`config.mk`:
```
export PLATFORM = sky130hd
export DESIGN_NAME = totalistic_ca_row_step
export DESIGN_NICKNAME = d
export VERILOG_FILES = /design/src/hdl/tca_pkg.sv /design/src/hdl/tca_cell.sv /design/src/hdl/totalistic_ca_row_step.sv
export SDC_FILE = /design/constraint.sdc
export NUM_CORES = 1
export LEC_CHECK = 0
export BUFFER_PORTS_ARGS = -buffer_cell sky130_fd_sc_hd__buf_2
export CAP_MARGIN = 20
export CORE_MARGIN = 3
export CORE_UTILIZATION = 45
export CTS_CLUSTER_SIZE = 28
export DETAILED_ROUTE_END_ITERATION = 7
export GPL_ROUTABILITY_DRIVEN = 0
export RECOVER_POWER = 100
export SYNTH_ARGS = -nofsm -noshare
export SYNTH_HDL_FRONTEND = slang
export SYNTH_SLANG_ARGS = --single-unit
```
`constraint.sdc`:
```
create_clock -name clk_i -period 3.5 [get_ports clk_i]
set_input_delay 0.875 -clock clk_i [delete_from_list [all_inputs] [get_ports clk_i]]
set_output_delay 0.875 -clock clk_i [all_outputs]
set_load 0.01 [all_outputs]
```
`src/hdl/tca_pkg.sv`:
```
// Shared types, constants and the rule lookup for the totalistic row stepper.
// No dependencies.
package tca_pkg;

  localparam int MaxCellsDefault = 64;
  localparam int RuleW           = 20;
  localparam int UsedLenW        = 7;
  localparam int PosW            = 6;
  localparam int ColorW          = 2;
  localparam int CfgAddrW        = 1;
  localparam int CfgDataW        = 20;
  localparam int SumW            = 4;
  localparam int MinLen          = 3;
  localparam int UsedLenReset    = 64;

  // register indexes of the configuration port
  localparam logic [CfgAddrW-1:0] CfgRuleTable  = 1'b0;
  localparam logic [CfgAddrW-1:0] CfgUsedLength = 1'b1;

  typedef enum logic {
    StIdle,
    StStep
  } tca_state_e;

  // per-cell control from the sequencer
  typedef struct packed {
    logic shift;
    logic load;
  } cell_ctrl_t;

  // rule entry k sits at bits 2k+1..2k and serves neighborhood sum 9-k
  function automatic logic [ColorW-1:0] rule_color(logic [RuleW-1:0] rule,
                                                   logic [SumW-1:0]  sum);
    logic [ColorW-1:0] c;
    unique case (sum)
      4'd0:    c = rule[19:18];
      4'd1:    c = rule[17:16];
      4'd2:    c = rule[15:14];
      4'd3:    c = rule[13:12];
      4'd4:    c = rule[11:10];
      4'd5:    c = rule[9:8];
      4'd6:    c = rule[7:6];
      4'd7:    c = rule[5:4];
      4'd8:    c = rule[3:2];
      4'd9:    c = rule[1:0];
      default: c = '0;
    endcase
    return c;
  endfunction

endpackage

```
`src/hdl/tca_cell.sv`:
```
// One cell of the row: holds a 2-bit color, loads it directly or takes the
// value of its right-hand neighbor on a shift. Depends on tca_pkg.
module tca_cell (
  input  logic                        clk_i,
  input  logic                        rst_ni,
  input  tca_pkg::cell_ctrl_t         ctrl_i,
  input  logic [tca_pkg::ColorW-1:0]  load_color_i,
  input  logic [tca_pkg::ColorW-1:0]  right_i,
  output logic [tca_pkg::ColorW-1:0]  color_o
);

  logic [tca_pkg::ColorW-1:0] color_q, color_d;

  always_comb begin
    color_d = color_q;
    if (ctrl_i.shift) begin
      color_d = right_i;
    end else if (ctrl_i.load) begin
      color_d = load_color_i;
    end
  end

  always_ff @(posedge clk_i or negedge rst_ni) begin
    if (!rst_ni) begin
      color_q <= '0;
    end else begin
      color_q <= color_d;
    end
  end

  assign color_o = color_q;

endmodule

```
`src/hdl/totalistic_ca_row_step.sv`:
```
// Top level of the four-color totalistic row stepper: chain of cells plus
// step sequencer and configuration registers. Depends on tca_pkg, tca_cell.
//
// Usage:
//   Input channel (in_valid_i/in_ready_o) carries mode, position, cell_color.
//   A load (mode 0) writes one cell and gives no result; loads at or beyond
//   the effective length are dropped. A step (mode 1) rotates the whole
//   ring of MAX_CELLS cells once, one cell per cycle unless the receiver
//   stalls. Cell 0 of the ring is the cell being evaluated; its new color
//   goes in at the tail, so after MAX_CELLS shifts the row is back in place.
//   Each of the first L cells (L = used_length clamped to 3..MAX_CELLS) is
//   shown on the output channel (out_valid_o/out_ready_i) with its position
//   and last_of_row on cell L-1. Cells beyond L pass through unchanged.
//   The first result shows in the cycle after the step transfer. A stalled
//   receiver holds the ring still.
//   in_ready_o is low while a step runs.
//   Configuration: cfg_we_i writes register cfg_addr_i (0 rule table,
//   1 used length); write only while idle.
//   Reset: all cells zero, rule table 0, used length 64, sequencer idle.
module totalistic_ca_row_step #(
  parameter int MAX_CELLS = tca_pkg::MaxCellsDefault
) (
  input  logic                          clk_i,
  input  logic                          rst_ni,
  input  logic                          cfg_we_i,
  input  logic [tca_pkg::CfgAddrW-1:0]  cfg_addr_i,
  input  logic [tca_pkg::CfgDataW-1:0]  cfg_wdata_i,
  input  logic                          in_valid_i,
  output logic                          in_ready_o,
  input  logic                          mode_i,
  input  logic [tca_pkg::PosW-1:0]      position_i,
  input  logic [tca_pkg::ColorW-1:0]    cell_color_i,
  output logic                          out_valid_o,
  input  logic                          out_ready_i,
  output logic [tca_pkg::PosW-1:0]      out_position_o,
  output logic [tca_pkg::ColorW-1:0]    out_color_o,
  output logic                          last_of_row_o
);

  localparam int IdxW = $clog2(MAX_CELLS);
  localparam int LenW = $clog2(MAX_CELLS + 1);
  localparam int CmpW = (LenW > tca_pkg::UsedLenW) ? LenW : tca_pkg::UsedLenW;
  localparam logic [IdxW-1:0] LastIdx = IdxW'(MAX_CELLS - 1);

  logic [tca_pkg::RuleW-1:0]    rule_q;
  logic [tca_pkg::UsedLenW-1:0] used_len_q;
  tca_pkg::tca_state_e          state_q, state_d;
  logic [IdxW-1:0]              cnt_q, cnt_d;
  logic [tca_pkg::ColorW-1:0]   prev_q, prev_d;

  logic [tca_pkg::ColorW-1:0]   colors [MAX_CELLS];
  logic [tca_pkg::ColorW-1:0]   new_color;
  logic [CmpW-1:0]              ul_ext, len, cnt_ext, pos_ext;
  logic [tca_pkg::SumW-1:0]     sum;
  logic                         in_range, edge_cell, is_last, advance, load_fire;

  // configuration registers
  always_ff @(posedge clk_i or negedge rst_ni) begin
    if (!rst_ni) begin
      rule_q     <= '0;
      used_len_q <= tca_pkg::UsedLenW'(tca_pkg::UsedLenReset);
    end else if (cfg_we_i) begin
      unique case (cfg_addr_i)
        tca_pkg::CfgRuleTable:  rule_q     <= cfg_wdata_i[tca_pkg::RuleW-1:0];
        tca_pkg::CfgUsedLength: used_len_q <= cfg_wdata_i[tca_pkg::UsedLenW-1:0];
        default: ;
      endcase
    end
  end

  // clamp used length to 3..MAX_CELLS
  always_comb begin
    ul_ext = CmpW'(used_len_q);
    if (ul_ext < CmpW'(tca_pkg::MinLen)) begin
      len = CmpW'(tca_pkg::MinLen);
    end else if (ul_ext > CmpW'(MAX_CELLS)) begin
      len = CmpW'(MAX_CELLS);
    end else begin
      len = ul_ext;
    end
  end

  assign cnt_ext   = CmpW'(cnt_q);
  assign pos_ext   = CmpW'(position_i);
  assign in_range  = cnt_ext < len;
  assign is_last   = cnt_ext == (len - CmpW'(1));
  assign edge_cell = (cnt_q == '0) || is_last;
  assign sum       = tca_pkg::SumW'(prev_q) + tca_pkg::SumW'(colors[0])
                   + tca_pkg::SumW'(colors[1]);

  always_comb begin
    if (!in_range) begin
      new_color = colors[0];
    end else if (edge_cell) begin
      new_color = '0;
    end else begin
      new_color = tca_pkg::rule_color(rule_q, sum);
    end
  end

  assign in_ready_o = (state_q == tca_pkg::StIdle);
  assign load_fire  = in_valid_i && in_ready_o && !mode_i && (pos_ext < len);
  assign advance    = (state_q == tca_pkg::StStep) && (!in_range || out_ready_i);

  // sequencer
  always_comb begin
    state_d = state_q;
    cnt_d   = cnt_q;
    prev_d  = prev_q;
    unique case (state_q)
      tca_pkg::StIdle: begin
        if (in_valid_i && mode_i) begin
          state_d = tca_pkg::StStep;
          cnt_d   = '0;
          prev_d  = '0;
        end
      end
      tca_pkg::StStep: begin
        if (advance) begin
          prev_d = colors[0];
          cnt_d  = cnt_q + IdxW'(1);
          if (cnt_q == LastIdx) begin
            state_d = tca_pkg::StIdle;
          end
        end
      end
      default: state_d = tca_pkg::StIdle;
    endcase
  end

  always_ff @(posedge clk_i or negedge rst_ni) begin
    if (!rst_ni) begin
      state_q <= tca_pkg::StIdle;
      cnt_q   <= '0;
      prev_q  <= '0;
    end else begin
      state_q <= state_d;
      cnt_q   <= cnt_d;
      prev_q  <= prev_d;
    end
  end

  // ring of cells: each takes its right neighbor, the tail takes the new color
  for (genvar j = 0; j < MAX_CELLS; j++) begin : g_cell
    tca_pkg::cell_ctrl_t       ctrl;
    logic [tca_pkg::ColorW-1:0] right;

    assign ctrl.shift = advance;
    assign ctrl.load  = load_fire && (pos_ext == CmpW'(j));

    if (j == MAX_CELLS - 1) begin : g_tail
      assign right = new_color;
    end else begin : g_body
      assign right = colors[j + 1];
    end

    tca_cell u_cell (
      .clk_i        (clk_i),
      .rst_ni       (rst_ni),
      .ctrl_i       (ctrl),
      .load_color_i (cell_color_i),
      .right_i      (right),
      .color_o      (colors[j])
    );
  end

  assign out_valid_o    = (state_q == tca_pkg::StStep) && in_range;
  assign out_position_o = tca_pkg::PosW'(cnt_q);
  assign out_color_o    = new_color;
  assign last_of_row_o  = is_last;

endmodule

```
==> results by group <==
Synth
  – Ys async rst share: 100.0%
  – Mapped Avg Cell Area: 9.844 sq um
  – Yosys warns: 0
  – Post-Synthesis Cells: 921
  – Top FF cell, synth: dfrtp_1
  – Yosys cell types: 58
  – Synth Register Bits: 164
  – Post-synth EDFFs: 0
  – Post-Syn Area: 9066 sq um
  – Register area share after synthesis: 45.28%
  – Syn Nets: 975

Global route
  – First-pass GRT wire length: 36980 microns
  – Initial antenna violation count: 2
  – Vias in the first global route: 6948
  – Grt total ovfl: 0
  – Largest net degree at the start of global routing: 70
  – GRT Overall Usage: 20.80%

Clock tree
  – CTS H-Tree Depth: 4
  – Clock tree sinks: 164
  – Longest Clk Path Bufs: 2
  – Hold-fix buffers, CTS: 0
  – Later-pin clock latency in the skew report: 420 ps
  – Clock-pin slew on the worst setup and hold paths: 60 ps
  – CTS buffer count: 17
  – CTS root buf: clkbuf_16
  – CTS tree: built

Floorplan
  – Die ar.: 21890 sq um
  – Die width: 147.9 microns
  – Num ports: 46
  – Die H: 147.9 microns
  – Starting Density: 46.13%
  – Row cnt: 51
  – Core Area: 19650 sq um

Detailed routing
  – Vias/cell: 5.751
  – Vias: 7114
  – Met2 WL: 9858 microns
  – Highest Signal Layer: met5
  – Wire length on met1: 10790 microns
  – 1st-pass router iterations: 5
  – Routed Antenna Nets: 0
  – Post-Route WL: 21850 microns
  – DRC Markers: 0
  – Routed WL per cell: 17.67 microns
  – DRT iter0 DRCs: 415
  – Met3 wire length: 903 microns

Layout
  – Layout cells sized above 1: 20.80%
  – Utilization after layout: 53.21%
  – # nets final: 1012
  – Commonest non-fill, non-tap cells in the layout: 163 x dfrtp_1, 129 x mux2i_1, 110 x nand2_1
  – Synth-to-Final Area Change: 15.36%
  – Leading cell type in the layout, fill and taps excluded: dfrtp_1

Worst setup path
  – Setup CP Type: reg2out
  – Data arrival time of the critical path: 2800 ps
  – Worst-path maximum fanout: 3
  – CP endpoint kind: primary output
  – Startpoint types: register
  – CP Data Required Time: 2620 ps
  – FF-to-FF setup slack: 130 ps
  – Reg2reg path depth: 13

STA
  – RSZ-0062 raised after global routing: yes
  – Setup violations, final: 4
  – Final Hold Vio Count: 0
  – Achievable frequency: 272.0 MHz
  – Time the worst path needs with I/O delays and setup: 3676 ps
  – Least-Margin Pin Slew: 1767 ps
  – Post-route setup slack: -176.1 ps
  – Clock skew: 7.160 ps
  – Period utilization: 105.0%
  – Rel. slew slack: -17.83%
  – Fin Hold WS: 481.6 ps
  – Slew Limit Fails: 70

Pwr
  – Leakage power: 4.846 nW
  – Worst vdd ir: 0.4440 mV
  – Pwr Density: 843.8 nW/um^2

Hold path
  – Hold Crit Depth: 2
  – Hold crit path type: reg2reg

Run
  – Max-cap violations: 1

Place
  – # port buffers: 45
  – DPL Wire Length: 13870 microns

Outcome
  – Failing checks: max-capacitance violations, max-slew violations, negative setup slack
  – Status: complete, but fails checks
registers in the layout, summed over array words and instances (netlist names):
| register | count |
|---|---|
| g_cell.u_cell.color_o | 128 |
| rule_q | 20 |
| ul_ext | 7 |
| out_position_o | 6 |
| prev_q | 2 |
| state_q | 1 |
kinds of logic after synthesis:
| family | count (synthesis) | synth area share (%) |
|---|---|---|
| XOR/XNOR | 4 | 0.3865 |
| AO/OA/AOI/OAI | 255 | 17.75 |
| multiplexers | 157 | 17.84 |
| buffers and inverters | 90 | 4.444 |
| adder cells (fa/ha/maj) | 19 | 2.788 |
| AND/OR/NAND/NOR | 232 | 11.51 |
| flip-flops | 164 | 45.28 |
what timing repair did:
item,CTS,global route
buffers inserted,8,4
pin swaps,8,11
cloned,0,0
endpoints found under the setup margin,4,4
gates resized for setup,18,37
cell usage after synthesis, drive strengths merged, types with 2 or more instances:
cell type,number,area (sq um)
buf,29,171.4
nor2,51,191.4
nor2b,6,37.54
and2,3,18.77
a31oi,2,12.51
o211ai,22,165.2
a21oi,59,332.8
ha,17,212.7
o21ai,110,550.5
xor2,3,26.28
mux2,27,304.0
o21bai,3,22.52
nor4,5,46.29
nand2b,5,31.28
or3,2,12.51
o2111ai,31,284.0
o21a,5,37.54
clkbuf,48,182.7
and3,3,18.77
fa,2,40.04
nand2,111,419.2
nand3,22,110.1
or2,2,12.51
o31ai,5,37.54
inv,13,48.80
mux2i,129,1291
a221oi,2,35.04
or4,3,22.52
a211oi,3,22.52
nand4b,2,17.52
a22oi,6,45.04
dfrtp,163,4079
nor3,12,60.06
area by class of cell:
cell class	instances	area (sq um)
clock buffer	19	452.9
multi-input combinational	667	4763
inverter	13	51.30
antenna	1	2.502
fill	1809	9195
timing repair buffer	95	629.4
sequential	164	4105
clock inverter	13	122.6
tap	265	331.6
metal layers:
layer / GRT usage [%] / vias to the layer above
li1: - / 3416
met1: 30.96 / 3521
met2: 31.38 / 151
met3: 4.077 / 24
met4: 5.266 / 2
met5: 0 / -
through the flow:
step / power (mW) / setup WS, ps / cells / cell area [sq um] / setup TNS [ps]
2_1_floorplan: 5.452 / 275.8 / 921 / 9066 / 0
3_3_place_gp: 6.364 / 88.20 / 1192 / 9699 / 0
3_5_place_dp: 6.469 / 26.59 / 1192 / 9699 / 0
6_report: 8.825 / -176.1 / 1237 / 10460 / -511.4
4_1_cts: 8.673 / -175.6 / 1232 / 10410 / -381.2
5_1_grt: 9.554 / -313.1 / 1237 / 10460 / -6059
where the power goes:
part           internal [mW]  switching, mW  total [mW]  leakage, nW
Clock                   1.03          0.818        1.85        0.284
Combinational           1.72           2.11        3.83         2.55
Sequential              2.68          0.465        3.15         2.01
Total                   5.43           3.39        8.82         4.85
final timing paths:
check	startpoint	end
max	ul_ext[2]$_DFFE_PN0P_	out_color_o[1]
min	g_cell[4].u_cell.color_o[1]$_DFFE_PN0P_	g_cell[3].u_cell.color_o[1]$_DFFE_PN0P_
max reg2reg	ul_ext[2]$_DFFE_PN0P_	g_cell[63].u_cell.color_o[0]$_DFFE_PN0P_
min reg2reg	g_cell[4].u_cell.color_o[1]$_DFFE_PN0P_	g_cell[3].u_cell.color_o[1]$_DFFE_PN0P_
max in group asynchronous	rst_ni	g_cell[56].u_cell.color_o[0]$_DFFE_PN0P_
min in group asynchronous	rst_ni	g_cell[23].u_cell.color_o[0]$_DFFE_PN0P_
worst max-delay path, stage by stage, from the launching register on:
cell	delay, ps
dfrtp_1	400
nor4_4	340
buf_4	200
o21ai_4	70
ha_4	190
xor2_2	150
xnor2_1	150
a311oi_2	320
nand3_4	140
o21ai_2	180
nand2_1	80
buf_2	140
(Power assumes the default switching activity.)
